**src/design/hdlc_dfr_pkg.sv**
```systemverilog
// Types, constants and the CRC byte fold for the HDLC deframer.
package hdlc_dfr_pkg;

	localparam logic [7:0]  FLAG_BYTE = 8'h7E;
	localparam logic [7:0]  ESC_BYTE  = 8'h7D;
	localparam logic [7:0]  ESC_XOR   = 8'h20;
	localparam logic [15:0] CRC_INIT  = 16'hFFFF;
	localparam logic [15:0] CRC_POLY  = 16'h8408;
	localparam logic [1:0]  SEEN_SAT  = 2'd3;
	localparam logic [1:0]  SEEN_EMIT = 2'd2;

	typedef enum logic [1:0] {
		ST_GOOD  = 2'd0,
		ST_BAD   = 2'd1,
		ST_SHORT = 2'd2
	} frame_status_t;

	typedef struct packed {
		logic          valid;
		logic [7:0]    payload;
		logic          eof;
		frame_status_t status;
	} result_t;

	function automatic logic [15:0] crc_fold(input logic [15:0] crc_in, input logic [7:0] b);
		logic [15:0] c;
		c = crc_in ^ {8'h00, b};
		for (int i = 0; i < 8; i++) begin
			if (c[0]) begin
				c = (c >> 1) ^ CRC_POLY;
			end else begin
				c = c >> 1;
			end
		end
		return c;
	endfunction

endpackage

```
**src/design/hdlc_dfr_input_stage.sv**
```systemverilog
// Input register stage: captures one received byte per transaction.
module hdlc_dfr_input_stage
	import hdlc_dfr_pkg::*;
(
	input  logic       clk,
	input  logic       arst_n,
	input  logic       in_valid,
	output logic       in_stall,
	input  logic [7:0] rx_byte,
	input  logic       advance,
	output logic       valid_s1,
	output logic [7:0] byte_s1
);

	assign in_stall = valid_s1 && !advance;

	always_ff @(posedge clk or negedge arst_n) begin
		if (!arst_n) begin
			valid_s1 <= 1'b0;
		end else if (!in_stall) begin
			valid_s1 <= in_valid;
		end
	end

	always_ff @(posedge clk) begin
		if (in_valid && !in_stall) begin
			byte_s1 <= rx_byte;
		end
	end

endmodule

```
**src/design/hdlc_dfr_frame_logic.sv**
```systemverilog
// Unstuffing, delay line, CRC accumulation and frame verdict.
module hdlc_dfr_frame_logic
	import hdlc_dfr_pkg::*;
(
	input  logic       clk,
	input  logic       arst_n,
	input  logic       fire,
	input  logic [7:0] byte_s1,
	output result_t    res
);

	logic        esc_q;
	logic [15:0] crc_q;
	logic [7:0]  d0_q;
	logic [7:0]  d1_q;
	logic [1:0]  seen_q;

	logic        is_flag;
	logic        is_esc;
	logic [7:0]  b_un;
	logic        emit;
	logic [15:0] crc_next;

	assign is_flag  = (byte_s1 == FLAG_BYTE);
	assign is_esc   = (byte_s1 == ESC_BYTE);
	assign b_un     = esc_q ? (byte_s1 ^ ESC_XOR) : byte_s1;
	assign emit     = (seen_q >= SEEN_EMIT);
	assign crc_next = crc_fold(crc_q, d0_q);

	always_comb begin
		res.valid   = 1'b0;
		res.payload = 8'h00;
		res.eof     = 1'b0;
		res.status  = ST_GOOD;
		if (is_flag) begin
			res.valid = (seen_q != 2'd0);
			res.eof   = 1'b1;
			if (seen_q != SEEN_SAT) begin
				res.status = ST_SHORT;
			end else if ({d1_q, d0_q} == ~crc_q) begin
				res.status = ST_GOOD;
			end else begin
				res.status = ST_BAD;
			end
		end else if (!is_esc && emit) begin
			res.valid   = 1'b1;
			res.payload = d0_q;
		end
	end

	always_ff @(posedge clk or negedge arst_n) begin
		if (!arst_n) begin
			esc_q  <= 1'b0;
			crc_q  <= CRC_INIT;
			d0_q   <= 8'h00;
			d1_q   <= 8'h00;
			seen_q <= 2'd0;
		end else if (fire) begin
			if (is_flag) begin
				esc_q  <= 1'b0;
				crc_q  <= CRC_INIT;
				d0_q   <= 8'h00;
				d1_q   <= 8'h00;
				seen_q <= 2'd0;
			end else if (is_esc) begin
				esc_q <= 1'b1;
			end else begin
				esc_q <= 1'b0;
				if (emit) begin
					crc_q <= crc_next;
				end
				d0_q <= d1_q;
				d1_q <= b_un;
				if (seen_q != SEEN_SAT) begin
					seen_q <= seen_q + 2'd1;
				end
			end
		end
	end

endmodule

```
**src/design/hdlc_dfr_output_stage.sv**
```systemverilog
// Result register: holds one result until the downstream transaction completes.
module hdlc_dfr_output_stage
	import hdlc_dfr_pkg::*;
(
	input  logic       clk,
	input  logic       arst_n,
	input  logic       valid_s1,
	input  result_t    res,
	output logic       advance,
	output logic       fire,
	output logic       out_valid,
	input  logic       out_stall,
	output logic [7:0] payload_byte,
	output logic       end_of_frame,
	output logic [1:0] frame_status
);

	logic          valid_q;
	logic [7:0]    payload_q;
	logic          eof_q;
	frame_status_t status_q;

	assign advance = !valid_q || !out_stall;
	assign fire    = valid_s1 && advance;

	always_ff @(posedge clk or negedge arst_n) begin
		if (!arst_n) begin
			valid_q <= 1'b0;
		end else if (advance) begin
			valid_q <= fire && res.valid;
		end
	end

	always_ff @(posedge clk) begin
		if (fire && res.valid) begin
			payload_q <= res.payload;
			eof_q     <= res.eof;
			status_q  <= res.status;
		end
	end

	assign out_valid    = valid_q;
	assign payload_byte = payload_q;
	assign end_of_frame = eof_q;
	assign frame_status = status_q;

endmodule

```
**src/design/hdlc_deframer_crc16_check_core.sv**
```systemverilog
// Top level of the HDLC receive deframer with CRC-16/X.25 check.
// Accepts one raw byte per cycle, with no gaps while the output is not stalled;
// a byte's result reaches the output through the input register, then the result
// register, and the CRC fold of a whole byte is done combinationally in one update
// of the CRC register. An output stall holds the result register and, once it is
// full, stalls the input. Flag 0x7E ends a frame, 0x7D escapes the next byte.
// Payload bytes stream out two bytes behind the input, the trailing CRC is never
// emitted, and each non-empty frame closes with one end_of_frame result whose
// frame_status says good, bad CRC or too short; drop the frame's payload unless it
// ends good.
module hdlc_deframer_crc16_check_core
	import hdlc_dfr_pkg::*;
(
	input  logic       clk,
	input  logic       arst_n,
	input  logic       in_valid,
	output logic       in_stall,
	input  logic [7:0] rx_byte,
	output logic       out_valid,
	input  logic       out_stall,
	output logic [7:0] payload_byte,
	output logic       end_of_frame,
	output logic [1:0] frame_status
);

	logic       advance;
	logic       fire;
	logic       valid_s1;
	logic [7:0] byte_s1;
	result_t    res;

	hdlc_dfr_input_stage u_in (
		.clk      (clk),
		.arst_n   (arst_n),
		.in_valid (in_valid),
		.in_stall (in_stall),
		.rx_byte  (rx_byte),
		.advance  (advance),
		.valid_s1 (valid_s1),
		.byte_s1  (byte_s1)
	);

	hdlc_dfr_frame_logic u_frame (
		.clk     (clk),
		.arst_n  (arst_n),
		.fire    (fire),
		.byte_s1 (byte_s1),
		.res     (res)
	);

	hdlc_dfr_output_stage u_out (
		.clk          (clk),
		.arst_n       (arst_n),
		.valid_s1     (valid_s1),
		.res          (res),
		.advance      (advance),
		.fire         (fire),
		.out_valid    (out_valid),
		.out_stall    (out_stall),
		.payload_byte (payload_byte),
		.end_of_frame (end_of_frame),
		.frame_status (frame_status)
	);

endmodule

```
**config.mk**
```make
export PLATFORM = sky130hd
export DESIGN_NAME = hdlc_deframer_crc16_check_core
export DESIGN_NICKNAME = d
export VERILOG_FILES = /design/src/design/hdlc_dfr_pkg.sv /design/src/design/hdlc_dfr_input_stage.sv /design/src/design/hdlc_dfr_frame_logic.sv /design/src/design/hdlc_dfr_output_stage.sv /design/src/design/hdlc_deframer_crc16_check_core.sv
export SDC_FILE = /design/constraint.sdc
export NUM_CORES = 1
export LEC_CHECK = 0
export CAP_MARGIN = 20
export CELL_PAD_IN_SITES_DETAIL_PLACEMENT = 1
export CELL_PAD_IN_SITES_GLOBAL_PLACEMENT = 2
export CORE_MARGIN = 5
export CORE_UTILIZATION = 40
export DETAILED_ROUTE_END_ITERATION = 16
export DONT_BUFFER_PORTS = 1
export PLACE_DENSITY_LB_ADDON = 0.1
export SYNTH_ARGS = -nofsm -noshare
export SYNTH_HDL_FRONTEND = slang
export SYNTH_SLANG_ARGS = --single-unit
```
**constraint.sdc**
```tcl
create_clock -name clk -period 1.76 [get_ports clk]
set_input_delay 0.088 -clock clk [delete_from_list [all_inputs] [get_ports clk]]
set_output_delay 0.088 -clock clk [all_outputs]
set_load 0.02 [all_outputs]
```
### Yosys cells after proc, flatten, opt, wreduce, memory -nomap -nowiden

Cells that the tools add are included.

* register bits after elaboration: 56
* bits in latches: 0
* RAM bits: 0
* bits in read-only memories: 0
* output and inout port bits: 13
* memories: 0

* add/sub/neg operators: 1
* multipliers: 0
* div/mod/pow operators: 0
* order comparisons: 1
* eq/ne operators: 5
* shifts and indexed selects: 0
* multiplexer cells: 26
* bitwise logic cells: 13
* reductions and logical operators: 19

Operator list (count)
* $mux 16: 11
* $mux 8: 4
* $not 2->3: 8
* $eq 16x16->1: 1
* $eq 8x7->1 const B: 2
* $not 16->16: 1
* $xor 16x8->16: 1
* $mux 9: 1
* $mux 2: 4
* $mux 6: 1
* $reduce_and 3->1: 2
* $reduce_bool 2->1: 3
* $logic_and 1x1->1: 5
* $logic_not 1->1: 5
* $mux 1: 4
* $reduce_or 2->1: 2
* $mux 3: 1
* $not 1->1: 3
* $add 2x1->2 const B: 1
* $ge 2x2->1 const B: 1
* $ne 2x1->1 const B: 1
* $ne 2x2->1 const B: 1
* $reduce_and 2->1: 1
* $logic_or 1x1->1: 1

### Depth between registers and ports, before layout

Gate-level depths: netlist (run 1).

* word-level depth: 20
* mapped depth: 7
* gate-level depth less buffers: 6

### Hierarchy

A second synthesis (run 1) with hierarchy kept.

* cell total of the unflattened synthesis: 210
* area, all modules: 2720.1 µm²

By module, submodules not included
* hdlc_dfr_frame_logic: times used 1, cells an instance 180, area each 2042.0 µm²
* hdlc_dfr_output_stage: times used 1, cells an instance 17, area each 380.4 µm²
* hdlc_dfr_input_stage: times used 1, cells an instance 13, area each 297.8 µm²

### Worst setup path before layout (run 1)

Ideal clock, no wire load.

* kind: reg-to-reg
* from: register u_frame.seen_q[1]
* to: register u_out.eof_q, in the netlist u_out.end_of_frame, enable pin
* arrival: 1556 ps
* data required time: 1382 ps
* slack: -175 ps
* stages on the path, launching flop included: 6
* buffers on the path: 0
* clock period less this slack: 1935 ps
* path through: dfrtp_1 inv_1 ha_1 o41ai_1 a2bb2oi_1 nor2_1

* cells in the longest elaborated chain, start to end: 5
* elaborated cells on any way between the ends: 6
* those cells by class: order compare: 1; mux: 2; reduce/logical: 3

RTL lines
* start, declared: RTL line hdlc_dfr_frame_logic.sv:16 `logic [1:0] seen_q;`
* start signal, assigned: RTL line hdlc_dfr_frame_logic.sv:75 `seen_q <= seen_q + 2'd1;`
* $ge 2x2->1: RTL line hdlc_dfr_frame_logic.sv:27 `assign emit = (seen_q >= SEEN_EMIT);`
* $logic_and 1x1->1: RTL line hdlc_dfr_frame_logic.sv:45 `end else if (!is_esc && emit) begin`
* $mux 9: RTL line hdlc_dfr_frame_logic.sv:45
* $mux 1 *: RTL line hdlc_dfr_frame_logic.sv:35 `if (is_flag) begin`
* $logic_and 1x1->1 *: RTL line hdlc_dfr_output_stage.sv:35 `if (fire && res.valid) begin`
* end signal, assigned: RTL line hdlc_dfr_output_stage.sv:37 `eof_q <= res.eof;`
* end, declared: RTL line hdlc_dfr_output_stage.sv:20 `logic eof_q;`

Every way passes the cells marked *; elsewhere a longest branch is shown, timed or not.
A chain may end at the register's enable or synchronous reset.

### Final worst setup path (run 1)

* from: register u_in.byte_s1[0]
* to: register u_out.payload_q[1], in the netlist u_out.payload_byte[1], enable pin

* cells in the longest elaborated chain, start to end: 6
* elaborated cells on any way between the ends: 7
* those cells by class: eq/ne: 2; mux: 2; reduce/logical: 3

RTL lines
* start, declared: RTL line hdlc_dfr_input_stage.sv:12 `output logic [7:0] byte_s1`
* start signal, assigned: RTL line hdlc_dfr_input_stage.sv:27 `byte_s1 <= rx_byte;`
* $eq 8x7->1: RTL line hdlc_dfr_frame_logic.sv:25 `assign is_esc = (byte_s1 == ESC_BYTE);`
* $logic_not 1->1: RTL line hdlc_dfr_frame_logic.sv:45
* $logic_and 1x1->1: RTL line hdlc_dfr_frame_logic.sv:45
* $mux 9: RTL line hdlc_dfr_frame_logic.sv:45
* $mux 1 *: RTL line hdlc_dfr_frame_logic.sv:35
* $logic_and 1x1->1 *: RTL line hdlc_dfr_output_stage.sv:35
* end signal, assigned: RTL line hdlc_dfr_output_stage.sv:36 `payload_q <= res.payload;`
* end, declared: RTL line hdlc_dfr_output_stage.sv:19 `logic [7:0] payload_q;`

Marked as above.

==> results.json, run 1 <==
{
  "end_kind": "flop",
  "drt_iter0_markers": 61,
  "grt_pass1_vias": 1727,
  "timing.final.crit_share_pct": 94.6,
  "grtUsageMet2_pct": 22.1,
  "fin_setup_tns_ns": 0,
  "h-tree-depth": 2,
  "synth.largest_area_cell": "edfxtp_1",
  "synth.ff_latch_count": 56,
  "synth_flop_cell": "dfrtp_1",
  "total_power_mw": 6.74,
  "intPower_mw": 4.11,
  "final-max-slew-violation-count": 0,
  "crit_type": "flop to flop",
  "crit_chain": "o41ai_4 > a2bb2oi_2 > nor2_2 > buf_4",
  "fillers": 654,
  "netlist_area_um2": 2720,
  "die_x_um": 92.4,
  "p_switching_mw": 2.62,
  "yosysSeqAreaShare_pct": 55.8,
  "dpl_worst_slack_ns": -0.0119,
  "layout.cells.non_filler": 304,
  "postSynthCellCount": 186,
  "start_util_pct": 40.5,
  "vias_per_cell": 5.26,
  "totalWireLength_mm": 6.03,
  "cts_tree": "built",
  "p_comb_share_pct": 51.2,
  "grt_use_met1_pct": 20.9,
  "finalCriticalPeriod_ns": 1.67,
  "fin_nets": 239,
  "setup_ws_ns": 0.0945,
  "path_buf_inv": 1,
  "relSlewSlack_pct": 72.0,
  "layout-drive-gt1-share_pct": 40.6,
  "peakVddDrop_v": 0.000781,
  "cts_buffers": 5,
  "core_area_um2": 6720,
  "port_buffers": 0,
  "yosys-top-cells-count": "21 x dfrtp_1, 21 x xnor2_1, 19 x edfxtp_1, 16 x dfstp_2, 15 x a22o_1",
  "clock_latency_ns": 0.31,
  "ys_async_sr_fraction_pct": 66.1,
  "syn_avg_cell_area_um2": 14.6,
  "p_seq_share_pct": 38.6,
  "drc": 0,
  "route.vias.total": 1600,
  "pwr-share-clk_pct": 10.2,
  "fmax_mhz": 600,
  "area_delta_synth_final_pct": 18.9,
  "cts.reportedPaths.clkPinSlew_ns": 0.10,
  "clock-sinks": 56,
  "grt_pass1_wl_mm": 9.55,
  "skew_ns": 0.00933,
  "cap_violations": 0,
  "hpwlAfterDp_mm": 4.43,
  "die-area_um2": 8550,
  "grt_max_degree": 38,
  "startpoint_type": "flop",
  "antenna_cells": 0,
  "design.portCount": 25,
  "holdWs_ns": 0.131,
  "synth.distinct_cells": 47,
  "critPathRequiredTime_ns": 1.79,
  "wl_per_cell_um": 19.8,
  "antenna_left": 0,
  "leakage_nw": 1.31,
  "die_h_um": 92.4,
  "critPathMaxStageDelay_ns": 0.56,
  "firstDrtPassIters": 4,
  "synth_area_leaders": "edfxtp_1 21%, dfrtp_1 19%, dfstp_2 15%",
  "cp_slowest_cell": "edfxtp_1",
  "syn_nets": 201,
  "antenna_found_initial": 0,
  "synth-edff-count": 19,
  "status": "complete, no violations",
  "grt_overflow": 0,
  "sw_frac_of_total_pct": 38.9,
  "gr-max-usage-layer": "met2",
  "power-per-cell-area_nw_per_um2": 2080,
  "tightest_slew_ns": 0.417,
  "hold_violations": 0,
  "cp.arrival_ns": 1.69,
  "rows": 30,
  "crit_family": "flip-flops",
  "synth_warnings": 0,
  "grt_usage_pct": 14.3,
  "clock_path_buffers": 2,
  "crit_fanout": 8,
  "hold_path_class": "input pin to flop",
  "place_inst": 277,
  "cts_root_buf": "clkbuf_8",
  "met3_usage_pct": 2.84,
  "setup_viol": 0,
  "synth_top_area_share_pct": 21.0,
  "gp_congestion": 0.864
}
## flip-flops by register name, indices dropped and copies added, names as in the netlist
| register | cells |
|---|---|
| u_out.out_valid | 1 |
| u_frame.d1_q | 8 |
| u_frame.crc_q | 16 |
| u_out.frame_status | 2 |
| u_in.byte_s1 | 8 |
| u_frame.seen_q | 2 |
| u_out.payload_byte | 8 |
| u_frame.esc_q | 1 |
| u_in.valid_s1 | 1 |
| u_frame.d0_q | 8 |
| u_out.end_of_frame | 1 |
## worst register-to-register path, stage by stage (launching register included)
cell and delay [ns]:
edfxtp_1 0.56, o41ai_4 0.42, a2bb2oi_2 0.11, nor2_2 0.12, buf_4 0.18
## layout by cell type, fill, tap and decap left out, drive strengths merged, types with 2 or more instances in the layout
cell,n
dfstp,16
mux2,2
nand2,3
nor4,4
buf,23
clkinv,2
o21ai,3
and2b,2
xor2,6
nand4,3
a2bb2oi,13
edfxtp,19
o22a,4
clkbuf,5
dfrtp,21
nand2b,3
nand3,3
xnor2,28
ha,3
a31oi,2
nor2,4
and2,10
a22o,15
inv,6
dlygate4sd3,12
## logic make-up after synthesis
group / Yosys count / synth area share, %
AO/OA/AOI/OAI: 45 / 17.7
flip-flops: 56 / 55.8
AND/OR/NAND/NOR: 36 / 9.02
adder cells (fa/ha/maj): 3 / 1.38
buffers and inverters: 10 / 2.12
XOR/XNOR: 34 / 13.2
multiplexers: 2 / 0.828
## routing by layer
metal	up-vias	wire length, um
met1	813	2940
met3	2	159
met5	-	0
met2	27	2900
li1	758	-
met4	0	25
## final timing paths
check	startpoint	to	slack [ns]	cells past startpoint
min in group asynchronous	arst_n	u_frame.d0_q[4]$_DFFE_PN0P_	0.23	2
worst max-delay path	u_in.byte_s1[0]$_DFFE_PP_	u_out.payload_byte[1]$_SDFFCE_PP0P_	0.09	4
worst max register to register	u_in.byte_s1[0]$_DFFE_PP_	u_out.payload_byte[1]$_SDFFCE_PP0P_	0.09	4
max in group asynchronous	arst_n	u_frame.crc_q[12]$_DFFE_PN1P_	1.28	2
worst min-delay path	out_stall	u_frame.d1_q[7]$_DFFE_PN0P_	0.13	3
worst min register to register	u_frame.crc_q[7]$_DFFE_PN1P_	u_frame.crc_q[7]$_DFFE_PN1P_	0.53	1
## what timing repair did
action / 4_1_cts / 5_1_grt
gates resized for setup: 2 / 7
hold buffers: 13 / 0
hold endpoints to repair: 47 / 0
buffers inserted: 1 / 6
pin swaps: 0 / 1
endpoints found under the setup margin: 8 / 18
## stage by stage
step | util (%) | cell area [um^2]
2_1_floorplan | - | 2720
3_3_place_gp | 43.3 | 2910
3_5_place_dp | 43.3 | 2910
4_1_cts | 46.9 | 3150
5_1_grt | 48.1 | 3230
6_report | 48.1 | 3230
## cell type report
cell class              count  area (um^2)  area share [%]
clock buffers               5         68.8            2.13
repair buffers             35          318            9.83
flip-flops and latches     56         1520            46.9
multi-input cells         120         1190            37.0
well taps                  80          100            3.10
inverters                   6         22.5           0.697
clock inverters             2         12.5           0.387
## power by group through the flow
stage	Clock, mW	Combinational, mW	Sequential, mW
after floorplan	0	2.53	2.49
after detailed placement	0	3.28	2.64
after global routing	0.770	3.70	2.67
final	0.687	3.45	2.60
after CTS	0.700	3.38	2.61
after global placement	0	3.19	2.61
Power figures use the tool's default switching activity.
==> inputs of run 2 (changes only) <==
--- a/config.mk
+++ b/config.mk
@@ -5,13 +5,13 @@
 export SDC_FILE = /design/constraint.sdc
 export NUM_CORES = 1
 export LEC_CHECK = 0
+export BUFFER_PORTS_ARGS = -buffer_cell sky130_fd_sc_hd__buf_2
 export CAP_MARGIN = 20
 export CELL_PAD_IN_SITES_DETAIL_PLACEMENT = 1
 export CELL_PAD_IN_SITES_GLOBAL_PLACEMENT = 2
 export CORE_MARGIN = 5
-export CORE_UTILIZATION = 40
+export CORE_UTILIZATION = 38
 export DETAILED_ROUTE_END_ITERATION = 16
-export DONT_BUFFER_PORTS = 1
 export PLACE_DENSITY_LB_ADDON = 0.1
 export SYNTH_ARGS = -nofsm -noshare
 export SYNTH_HDL_FRONTEND = slang
==> results.json, run 2 (synthesized netlist as in run 1, its figures left out) <==
{
  "die_x_um": 94.6,
  "cap_violations": 0,
  "grt_pass1_wl_mm": 10.1,
  "holdWs_ns": 0.0634,
  "gp_congestion": 0.777,
  "drt_iter0_markers": 44,
  "layout.cells.non_filler": 340,
  "final-max-slew-violation-count": 0,
  "dr_wl_met2_mm": 3.12,
  "area_delta_synth_final_pct": 23.6,
  "hold_path_class": "input pin to flop",
  "grt_max_degree": 23,
  "startpoint_type": "flop",
  "fin_nets": 258,
  "final_cell_mix": "24 x buf_2, 21 x xnor2_1, 21 x dfrtp_1",
  "skew_ns": 0.0105,
  "rows": 30,
  "grt_overflow": 0,
  "totalWireLength_mm": 6.38,
  "cts.reportedPaths.clkPinSlew_ns": 0.10,
  "firstDrtPassIters": 3,
  "grt_usage_pct": 14.7,
  "layout-drive-gt1-share_pct": 47.1,
  "status": "finished with violations",
  "end_kind": "flop",
  "largest_reg_flops": 16,
  "design.portCount": 25,
  "relSlewSlack_pct": 63.9,
  "die_h_um": 94.6,
  "fmax_mhz": 564,
  "route.met3.wl_um": 245,
  "place_inst": 312,
  "final_common_cell": "buf_2",
  "die-area_um2": 8950,
  "critPathRequiredTime_ns": 1.80,
  "start_util_pct": 39.6,
  "crit_fanout": 7,
  "regMostFlops": "u_frame.crc_q",
  "cts_root_buf": "clkbuf_8",
  "vias_per_cell": 4.97,
  "setup_viol": 5,
  "clock_latency_ns": 0.31,
  "leakage_nw": 1.38,
  "drc": 0,
  "wirelength_met1_mm": 2.98,
  "port_buffers": 24,
  "antenna_left": 0,
  "antenna_cells": 0,
  "antenna_found_initial": 0,
  "cts_buffers": 5,
  "cts_tree": "built",
  "wl_per_cell_um": 18.8,
  "dr.max_layer_used": "met4",
  "rsz0062_at_grt": "true",
  "hold_violations": 0,
  "clock_path_buffers": 2,
  "core_area_um2": 6870,
  "power-per-cell-area_nw_per_um2": 2050,
  "peakVddDrop_v": 0.000875,
  "finalCriticalPeriod_ns": 1.77,
  "route.vias.total": 1690,
  "timing.final.crit_share_pct": 101,
  "setup_ws_ns": -0.0143,
  "h-tree-depth": 2,
  "hpwlAfterDp_mm": 4.58,
  "clock-sinks": 56,
  "crit_type": "flop to flop",
  "cp.arrival_ns": 1.81,
  "grt_pass1_vias": 1840,
  "failed_checks": "setup timing",
  "tightest_slew_ns": 0.541
}
==> run 2: cell count changes in the layout (fill, tap and decap cells not counted), sizes merged <==
cell | previous run | this run
clkinv | 2 | 1
clkbuf | 5 | 8
dlygate4sd3 | 12 | 10
buf | 23 | 43
==> run 2: worst max-delay path, stage by stage, from the launching register on <==
cell	delay, ns
edfxtp_1	0.56
o41ai_4	0.44
a2bb2oi_2	0.13
nor2_4	0.20
clkbuf_16	0.17
==> run 2: repair_timing <==
action | 4_1_cts | 5_1_grt
hold buffers | 10 | 0
hold endpoints to repair | 30 | 0
buffers inserted | 1 | 8
resized for setup | 0 | 13
pin swaps | 0 | 4
setup endpoints to repair | 11 | 15
gates cloned | 0 | 1
==> run 2: layout make-up <==
type | count | area [um^2]
fillers | 706 | 3510
flip-flops and latches | 56 | 1520
multi-input cells | 120 | 1210
clock buffers | 7 | 76.3
well taps | 96 | 120
clock inverters | 1 | 5.00
inverters | 6 | 22.5
repair buffers | 54 | 413
==> run 2: path summary, 6_finish.rpt <==
| path | from | to | slack (ns) | cells after the start |
|---|---|---|---|---|
| worst min-delay path | out_stall | u_out.out_valid$_DFFE_PN0P_ | 0.06 | 3 |
| min in group asynchronous | arst_n | u_frame.d0_q[0]$_DFFE_PN0P_ | 0.30 | 2 |
| worst max-delay path | u_in.byte_s1[0]$_DFFE_PP_ | u_out.payload_byte[2]$_SDFFCE_PP0P_ | -0.01 | 4 |
| max in group asynchronous | arst_n | u_frame.crc_q[11]$_DFFE_PN1P_ | 0.78 | 3 |
| worst min register to register | u_frame.esc_q$_DFFE_PN0P_ | u_frame.esc_q$_DFFE_PN0P_ | 0.52 | 1 |
| worst max register to register | u_in.byte_s1[0]$_DFFE_PP_ | u_out.payload_byte[2]$_SDFFCE_PP0P_ | -0.01 | 4 |
==> run 2: through the flow <==
stage                     setup slack [ns]  power (mW)  instance area (um^2)  util [%]  setup TNS, ns
after floorplan                    0.00316        5.02                  2720         -              0
after global placement              0.0800        5.89                  3030      44.1              0
after detailed placement           -0.0340        6.00                  3030      44.1         -0.370
after CTS                          0.00250        6.75                  3220      46.8              0
after global routing               -0.0555        7.32                  3360      48.9         -0.509
final                              -0.0143        6.90                  3360      48.9        -0.0683
==> run 2: report_power, final <==
part	internal (mW)	leakage (nW)	switching [mW]
Sequential	2.00	0.610	0.480
Combinational	1.93	0.726	1.81
Clock	0.281	0.0422	0.400
==> run 2: layer usage <==
metal / vias to the layer above / GRT usage [%]
li1: 803 / -
met1: 856 / 20.1
met2: 27 / 24.3
met3: 4 / 3.11
met4: 0 / 2.88
met5: - / 0
